$ cat config.mk
export PLATFORM = sky130hd
export DESIGN_NAME = searchable_deque_engine
export DESIGN_NICKNAME = d
export VERILOG_FILES = /design/src/rtl/core/sde_pkg.sv /design/src/rtl/core/sde_ram.sv /design/src/rtl/core/sde_slot.sv /design/src/rtl/core/searchable_deque_engine.sv
export SDC_FILE = /design/constraint.sdc
export NUM_CORES = 1
export LEC_CHECK = 0
export BUFFER_PORTS_ARGS = -buffer_cell sky130_fd_sc_hd__buf_2
export CAP_MARGIN = 30
export CORE_UTILIZATION = 50
export CTS_BUF_LIST = sky130_fd_sc_hd__clkbuf_4 sky130_fd_sc_hd__clkbuf_8
export DETAILED_ROUTE_END_ITERATION = 8
export HOLD_SLACK_MARGIN = 0.15
export PLACE_DENSITY = 0.8
export SLEW_MARGIN = 20
export SYNTH_ARGS = -nofsm -noshare
export SYNTH_HDL_FRONTEND = slang
export SYNTH_HIERARCHICAL = 1
export SYNTH_SLANG_ARGS = --single-unit
$ cat constraint.sdc
create_clock -name clk -period 6.7 [get_ports clk]
set_clock_uncertainty 0.05 [all_clocks]
set_input_delay 1.34 -clock clk [delete_from_list [all_inputs] [get_ports clk]]
set_output_delay 1.34 -clock clk [all_outputs]
set_load 0.005 [all_outputs]
$ cat src/rtl/core/sde_pkg.sv
// Shared types and constants for the searchable deque engine.
package sde_pkg;

  localparam int DEPTH_DEF       = 64;
  localparam int VALUE_WIDTH_DEF = 16;

  localparam int MODE_W     = 3;
  localparam int VALUE_W    = 16;
  localparam int POSITION_W = 6;
  localparam int DATA_W     = 16;
  localparam int COUNT_W    = 7;

  typedef enum logic [MODE_W-1:0] {
    MODE_APPEND     = 3'd0,
    MODE_POP_FRONT  = 3'd1,
    MODE_POP_BACK   = 3'd2,
    MODE_REMOVE     = 3'd3,
    MODE_CONTAINS   = 3'd4,
    MODE_READ_INDEX = 3'd5,
    MODE_REVERSE    = 3'd6,
    MODE_CLEAR      = 3'd7
  } mode_t;

  typedef struct packed {
    mode_t                 mode;
    logic [VALUE_W-1:0]    value;
    logic [POSITION_W-1:0] position;
  } cmd_t;

  typedef struct packed {
    logic [DATA_W-1:0]  data_out;
    logic               hit;
    logic [COUNT_W-1:0] entry_count;
    logic               is_empty;
    logic               overflow;
  } rsp_t;

endpackage

$ cat src/rtl/core/sde_ram.sv
// Generic single-write, single-read RAM with registered read data.
module sde_ram #(
  parameter int WIDTH = 16,
  parameter int DEPTH = 64
) (
  input  logic                     clk,
  input  logic                     we,
  input  logic [$clog2(DEPTH)-1:0] waddr,
  input  logic [WIDTH-1:0]         wdata,
  input  logic [$clog2(DEPTH)-1:0] raddr,
  output logic [WIDTH-1:0]         rdata
);

  logic [WIDTH-1:0] mem [DEPTH];

  always_ff @(posedge clk) begin
    if (we) begin
      mem[waddr] <= wdata;
    end
    rdata <= mem[raddr];
  end

endmodule

$ cat src/rtl/core/sde_slot.sv
// Address unit: maps a logical or physical offset to a circular store slot.
module sde_slot #(
  parameter int DEPTH = 64
) (
  input  logic [$clog2(DEPTH)-1:0]   head,
  input  logic [$clog2(DEPTH+1)-1:0] count,
  input  logic                       rev,
  input  logic [$clog2(DEPTH+1)-1:0] idx,
  input  logic                       logical,
  output logic [$clog2(DEPTH)-1:0]   off,
  output logic [$clog2(DEPTH)-1:0]   slot
);

  localparam int AW = $clog2(DEPTH);
  localparam int CW = $clog2(DEPTH + 1);

  logic [CW-1:0] off_full;
  logic [AW:0]   sum;

  // reversed order: logical index i sits at physical offset count-1-i
  assign off_full = (logical && rev) ? (count - CW'(1) - idx) : idx;
  assign off      = off_full[AW-1:0];
  assign sum      = {1'b0, head} + {1'b0, off};
  assign slot     = (sum >= (AW+1)'(DEPTH)) ? AW'(sum - (AW+1)'(DEPTH)) : sum[AW-1:0];

endmodule

$ cat src/rtl/core/searchable_deque_engine.sv
// Top level of the searchable deque engine: sequencer, state and result register.
//
// Bounded double-ended list of up to DEPTH values held in a circular RAM
// addressed from a head pointer; a reversed flag flips logical order so a
// reverse request is a single step. A request is taken when start is high
// and busy is low; its result appears on rsp for exactly one cycle with done
// high, and must be captured then, since the receiver cannot stall it.
// From the accepting edge to done: append, reverse, clear, a dropped append,
// a pop on an empty list and an out-of-range read index give done the next
// cycle and never raise busy. Other pops and an in-range read index take one
// RAM read in S_READ. Contains and remove walk the list in logical order, one
// entry per cycle through the single RAM read port and one comparator, until
// a match or, on a miss, the end of the list. Remove then closes the gap in
// physical order in S_SHIFT, one entry moved per cycle. busy is high while a
// request is in S_READ, S_SCAN or S_SHIFT; a new request may start in the
// done cycle.
// No clearing pass is needed after reset: only entries below the fill count
// are ever used.
module searchable_deque_engine #(
  parameter int DEPTH       = sde_pkg::DEPTH_DEF,
  parameter int VALUE_WIDTH = sde_pkg::VALUE_WIDTH_DEF
) (
  input  logic          clk,
  input  logic          rst,
  input  logic          start,
  input  sde_pkg::cmd_t cmd,
  output logic          busy,
  output logic          done,
  output sde_pkg::rsp_t rsp
);

  localparam int AW = $clog2(DEPTH);
  localparam int CW = $clog2(DEPTH + 1);
  localparam int PW = (CW > sde_pkg::POSITION_W) ? CW : sde_pkg::POSITION_W;

  typedef enum logic [3:0] {
    S_IDLE  = 4'b0001,
    S_READ  = 4'b0010,
    S_SCAN  = 4'b0100,
    S_SHIFT = 4'b1000
  } state_t;

  // sequencer and list state
  state_t                 state, state_next;
  logic [AW-1:0]          head, head_next;
  logic [CW-1:0]          count, count_next;
  logic                   rev, rev_next;
  sde_pkg::mode_t         req_mode, req_mode_next;
  logic [VALUE_WIDTH-1:0] req_val, req_val_next;

  // scan pipeline: si = next logical index to read, c_* = entry being compared
  logic [CW-1:0]          si, si_next;
  logic                   cv, cv_next;
  logic [AW-1:0]          c_off, c_off_next;
  logic [AW-1:0]          c_slot, c_slot_next;

  // gap-closing pipeline: read slot of sk, write arriving data into wslot
  logic [CW-1:0]          sk, sk_next;
  logic                   dv, dv_next;
  logic [AW-1:0]          wslot, wslot_next;
  logic [AW-1:0]          rslot, rslot_next;

  logic                   done_next;
  sde_pkg::rsp_t          rsp_next;

  // address unit
  logic [CW-1:0]          a_idx;
  logic                   a_logical;
  logic [AW-1:0]          a_off;
  logic [AW-1:0]          a_slot;

  // entry RAM
  logic                   ram_we;
  logic [AW-1:0]          ram_waddr;
  logic [VALUE_WIDTH-1:0] ram_wdata;
  logic [VALUE_WIDTH-1:0] ram_rdata;

  logic                   accept;
  logic [VALUE_WIDTH-1:0] val_in;
  logic                   at_head;
  logic                   full;
  logic                   pos_ok;

  // finish bundle
  logic                   fin;
  logic                   fin_hit;
  logic                   fin_ovf;
  logic [VALUE_WIDTH-1:0] fin_data;
  logic [CW-1:0]          fin_count;

  assign busy    = (state != S_IDLE);
  assign accept  = start && !busy;
  assign val_in  = VALUE_WIDTH'(cmd.value);
  assign full    = (count >= CW'(DEPTH));
  assign pos_ok  = (PW'(cmd.position) < PW'(count));
  // the head end is the front in normal order, the back when reversed
  assign at_head = (cmd.mode == sde_pkg::MODE_POP_FRONT) ? !rev : rev;

  sde_slot #(
    .DEPTH (DEPTH)
  ) u_slot (
    .head    (head),
    .count   (count),
    .rev     (rev),
    .idx     (a_idx),
    .logical (a_logical),
    .off     (a_off),
    .slot    (a_slot)
  );

  sde_ram #(
    .WIDTH (VALUE_WIDTH),
    .DEPTH (DEPTH)
  ) u_ram (
    .clk   (clk),
    .we    (ram_we),
    .waddr (ram_waddr),
    .wdata (ram_wdata),
    .raddr (a_slot),
    .rdata (ram_rdata)
  );

  // address unit input select
  always_comb begin
    a_idx     = '0;
    a_logical = 1'b0;
    case (state)
      S_IDLE: begin
        case (cmd.mode)
          sde_pkg::MODE_APPEND: begin
            // reversed append lands one slot before the head
            a_idx = rev ? CW'(DEPTH - 1) : count;
          end
          sde_pkg::MODE_POP_FRONT,
          sde_pkg::MODE_POP_BACK: begin
            a_idx = at_head ? '0 : (count - CW'(1));
          end
          sde_pkg::MODE_READ_INDEX: begin
            a_idx     = CW'(cmd.position);
            a_logical = 1'b1;
          end
          default: begin
            a_idx = '0;
          end
        endcase
      end
      S_SCAN: begin
        a_idx     = si;
        a_logical = 1'b1;
      end
      S_SHIFT: begin
        a_idx = sk;
      end
      default: begin
        a_idx = '0;
      end
    endcase
  end

  // sequencer
  always_comb begin
    state_next    = state;
    head_next     = head;
    count_next    = count;
    rev_next      = rev;
    req_mode_next = req_mode;
    req_val_next  = req_val;
    si_next       = si;
    cv_next       = 1'b0;
    c_off_next    = c_off;
    c_slot_next   = c_slot;
    sk_next       = sk;
    dv_next       = 1'b0;
    wslot_next    = wslot;
    rslot_next    = rslot;
    ram_we        = 1'b0;
    ram_waddr     = wslot;
    ram_wdata     = ram_rdata;
    fin           = 1'b0;
    fin_hit       = 1'b0;
    fin_ovf       = 1'b0;
    fin_data      = '0;
    fin_count     = count;

    case (state)
      S_IDLE: begin
        if (accept) begin
          req_mode_next = cmd.mode;
          req_val_next  = val_in;
          case (cmd.mode)
            sde_pkg::MODE_APPEND: begin
              fin = 1'b1;
              if (full) begin
                fin_ovf = 1'b1;
              end else begin
                ram_we    = 1'b1;
                ram_waddr = a_slot;
                ram_wdata = val_in;
                if (rev) begin
                  head_next = a_slot;
                end
                count_next = count + CW'(1);
                fin_count  = count + CW'(1);
              end
            end
            sde_pkg::MODE_POP_FRONT,
            sde_pkg::MODE_POP_BACK: begin
              if (count == '0) begin
                fin = 1'b1;
              end else begin
                if (at_head) begin
                  head_next = (head == AW'(DEPTH - 1)) ? '0 : (head + AW'(1));
                end
                count_next = count - CW'(1);
                state_next = S_READ;
              end
            end
            sde_pkg::MODE_REMOVE,
            sde_pkg::MODE_CONTAINS: begin
              si_next    = '0;
              state_next = S_SCAN;
            end
            sde_pkg::MODE_READ_INDEX: begin
              if (pos_ok) begin
                state_next = S_READ;
              end else begin
                fin = 1'b1;
              end
            end
            sde_pkg::MODE_REVERSE: begin
              rev_next = !rev;
              fin      = 1'b1;
            end
            sde_pkg::MODE_CLEAR: begin
              count_next = '0;
              head_next  = '0;
              rev_next   = 1'b0;
              fin_count  = '0;
              fin        = 1'b1;
            end
            default: begin
              fin = 1'b1;
            end
          endcase
        end
      end

      S_READ: begin
        fin      = 1'b1;
        fin_hit  = 1'b1;
        fin_data = ram_rdata;
      end

      S_SCAN: begin
        if (cv && (ram_rdata == req_val)) begin
          if (req_mode == sde_pkg::MODE_REMOVE) begin
            sk_next    = CW'(c_off) + CW'(1);
            wslot_next = c_slot;
            state_next = S_SHIFT;
          end else begin
            fin      = 1'b1;
            fin_hit  = 1'b1;
            fin_data = req_val;
          end
        end else if (!cv && (si >= count)) begin
          fin = 1'b1;
        end else if (si < count) begin
          cv_next     = 1'b1;
          c_off_next  = a_off;
          c_slot_next = a_slot;
          si_next     = si + CW'(1);
        end
      end

      S_SHIFT: begin
        if (!dv && (sk >= count)) begin
          count_next = count - CW'(1);
          fin        = 1'b1;
          fin_hit    = 1'b1;
          fin_data   = req_val;
          fin_count  = count - CW'(1);
        end else begin
          if (dv) begin
            ram_we     = 1'b1;
            ram_waddr  = wslot;
            ram_wdata  = ram_rdata;
            wslot_next = rslot;
          end
          if (sk < count) begin
            rslot_next = a_slot;
            dv_next    = 1'b1;
            sk_next    = sk + CW'(1);
          end
        end
      end

      default: begin
        state_next = S_IDLE;
      end
    endcase

    if (fin) begin
      state_next = S_IDLE;
    end

    done_next            = fin;
    rsp_next.data_out    = sde_pkg::DATA_W'(fin_data);
    rsp_next.hit         = fin_hit;
    rsp_next.entry_count = sde_pkg::COUNT_W'(fin_count);
    rsp_next.is_empty    = (fin_count == '0);
    rsp_next.overflow    = fin_ovf;
  end

  always_ff @(posedge clk) begin
    if (rst) begin
      state <= S_IDLE;
      head  <= '0;
      count <= '0;
      rev   <= 1'b0;
      cv    <= 1'b0;
      dv    <= 1'b0;
      done  <= 1'b0;
    end else begin
      state <= state_next;
      head  <= head_next;
      count <= count_next;
      rev   <= rev_next;
      cv    <= cv_next;
      dv    <= dv_next;
      done  <= done_next;
    end
  end

  always_ff @(posedge clk) begin
    req_mode <= req_mode_next;
    req_val  <= req_val_next;
    si       <= si_next;
    c_off    <= c_off_next;
    c_slot   <= c_slot_next;
    sk       <= sk_next;
    wslot    <= wslot_next;
    rslot    <= rslot_next;
    if (fin) begin
      rsp <= rsp_next;
    end
  end

  // a result only follows an accepted request or work in progress
  a_done_source: assert property (@(posedge clk) disable iff (rst)
    done |-> ($past(state != S_IDLE) || $past(start)))
    else $error("done without a request");

  // the list length is frozen while the search walks it
  a_scan_count: assert property (@(posedge clk) disable iff (rst)
    (state == S_SCAN) |=> (count == $past(count)))
    else $error("count changed during scan");

  // overflow is reported only when the list was full
  a_ovf_full: assert property (@(posedge clk) disable iff (rst)
    (done && rsp.overflow) |-> ($past(count) == CW'(DEPTH)))
    else $error("overflow with room left");

  // the RAM is written only by an append or by the gap-closing pass
  a_write_state: assert property (@(posedge clk) disable iff (rst)
    ram_we |-> ((state == S_IDLE) || (state == S_SHIFT)))
    else $error("RAM write outside append or shift");

  // a miss always reports zero data
  a_miss_zero: assert property (@(posedge clk) disable iff (rst)
    (done && !rsp.hit) |-> (rsp.data_out == '0))
    else $error("nonzero data on a miss");

endmodule
==> metrics.md <==
| Metric | Value |
|---|---|
| Status | `completed` |
| Rows | `111` |
| Antenna violations before repair | `0` |
| Postcts setup bufs | `0` |
| First-pass GRT wire length | `171 mm` |
| CTS H-tree lvls | `4` |
| Setup TNS | `0 ps` |
| Die area | `94300 sq um` |
| Vias in the first global route | `25800` |
| Final ANT Viol Nets | `0` |
| RSZ-0062 raised after global routing | `no` |
| CP cell instances | `buf_2 -> buf_4 -> and2_0 -> nand2_1 -> a21oi_1 -> a21oi_1 -> o211ai_1 -> inv_1 -> ha_1 -> a21o_1 -> a21oi_1 -> xor2_1 -> o21ai_0 -> ha_1 -> nand2_1 -> o211ai_1 -> a21oi_1 -> xor2_1 -> xnor2_2 -> mux2_2 -> or3b_2 -> nor2_1 -> buf_4` |
| Worst min path class | `flop to flop` |
| Total core area | `91900 sq um` |
| Crit-path most repeated cell | `a21oi_1` |
| Crit path from | `cmd[24]` |
| Number of I/O pins | `56` |
| Power per Cell Area | `334 nW/um^2` |
| GR Overflow Total | `0` |
| CP endpoint kind | `flop` |
| Worst slew margin | `0.372` |
| Tot GR Track Use | `0.248` |
| Final hold vios | `0` |
| Count of final setup violators | `0` |
| Slowest library cell on the worst path | `or3b_2` |
| Synth warnings | `6` |
| R2r setup slk | `900 ps` |
| Most Used Layer, Global Route | `met2` |
| Area after DPL | `49500 sq um` |
| Reg clk slew, reported paths | `60 ps` |
| Resize count post-CTS | `0` |
| CP Max Fanout | `15` |
| # DRC | `0` |
| Commonest non-fill, non-tap cell in the layout | `edfxtp_1` |
| Worst setup margin | `795 ps` |
| Die height | `307 microns` |
| Clock Path Buffers | `3` |
| Met3 GRT Util | `0.0591` |
| Nets | `2825` |
| Max Slew Vio Count | `0` |
| Routed wire length | `117 mm` |
| Worst flop-to-flop path endpoint | `u_ram/mem[13][13]` |
| Min cycle time layout | `5910 ps` |
| MaxCap Viol Count | `0` |
| RePlAce Congestion | `0.953` |
| First DRT Iteration DRCs | `3799` |
| Overall Power | `0.0177 W` |
| Worst reg2reg path depth | `18` |
| Final Cycle Share | `0.881` |
| Crit Reg-Reg Startpoint | `count[0]` |
| Layout area overhead | `13.9%` |
| CTS root buf | `clkbuf_8` |
| Synth Cell Area | `46500 sq um` |
| DR vias | `25900` |
| Cells after Synth | `2476` |
| Post-CTS Hold Buffers | `0` |
| Layout cells sized above 1 | `0.280` |
| Critical Path AT | `6380 ps` |
| CTS tree | `built` |
| Final instance area | `53000 sq um` |
| Vias per Instance | `6.27` |
| Chip Width | `307 microns` |
| Worst-Skew Late Latency | `820 ps` |
| Critical path class | `input port to flop` |
| IO Port Bufs | `55` |
| Pre-antenna DRT Iters | `6` |
| Highest-count cells in the layout ignoring fill and taps | `edfxtp_1, mux4_2, clkbuf_8, buf_4, nor2_1` |
| GR Layer Usage met1 | `0.340` |
| Largest net degree at the start of global routing | `102` |
| Starting Density | `0.506` |
| Pre-CTS setup slack | `93.1 ps` |
| CP max stage delay | `600 ps` |
| CTS Sinks | `1144` |
| Critical path endpoint | `u_ram/mem[13][13]` |
| Post-synth net total | `2540` |
| VDD IR-drop max | `0.000186 V` |
| Syn Area/Cell | `18.8 sq um` |
| Data required time of the worst path | `7170 ps` |
| Cts bufs inserted | `172` |
| Met2 GRT Util | `0.388` |
| Wire per inst | `28.2 microns` |
| Actual slew at the worst max-slew pin | `935 ps` |
| Pleak | `16.9 nW` |
| Maximum clock rate | `169 MHz` |
| Final HPWL DP | `75.8 mm` |
| Critical Path Source Type | `input port` |
[critical path: cells and delay by family]
family,cells,cell delay [ps]
simple gates,5,1360
compound gates,8,1520
mux,1,360
xor+xnor,3,490
buf+inv,4,630
fa+ha+maj,2,650
[power breakdown]
part           internal [W]  leakage (nW)  switching [W]
sequential          0.00882          10.3       0.000149
combinational      0.000904          4.77        0.00212
clock               0.00304          1.83        0.00269
[cell type report]
cell class | count | area [sq um]
clock inverter | 81 | 619
timing repair buffer | 249 | 2190
antenna | 1 | 2.50
clock buffer | 229 | 2850
fill | 6511 | 38900
multi-input combinational | 1164 | 11700
tap | 1243 | 1560
sequential | 1144 | 34000
inverter | 30 | 113
[through the flow]
stage,util,cells,hold WS (ps)
after floorplan,-,2476,434
after global placement,0.537,3822,441
after detailed placement,0.538,3829,456
after CTS,0.576,4139,475
after global routing,0.576,4140,495
final,0.576,4141,478
[state kept, by name, indices dropped and copies added (netlist names)]
| signal | count |
|---|---|
| c_off | 6 |
| c_slot | 6 |
| count | 7 |
| cv | 1 |
| done | 1 |
| dv | 1 |
| head | 6 |
| req_mode | 3 |
| req_val | 16 |
| rev | 1 |
| rslot | 6 |
| rsp | 26 |
| si | 7 |
| sk | 7 |
| state | 4 |
| u_ram/mem | 1024 |
| u_ram/rdata | 16 |
| wslot | 6 |
[per-layer routing]
layer | vias to the layer above | part of all wire
met5 | - | 0
met4 | 0 | 0.040
met3 | 302 | 0.12
met2 | 1828 | 0.47
met1 | 13100 | 0.37
li1 | 10700 | -
[how the worst min path moves through the flow]
stage                  start       end  slack, ps  cells past startpoint
floorplan           rslot[0]  wslot[0]        430                      2
detailed placement  rslot[1]  wslot[1]        460                      2
global route        rslot[0]  wslot[0]        500                      2
CTS                 rslot[1]  wslot[1]        480                      2
finish              rslot[1]  wslot[1]        480                      2
global placement    rslot[2]  wslot[2]        440                      2
Note: power is estimated with default switching activity, not from simulation.
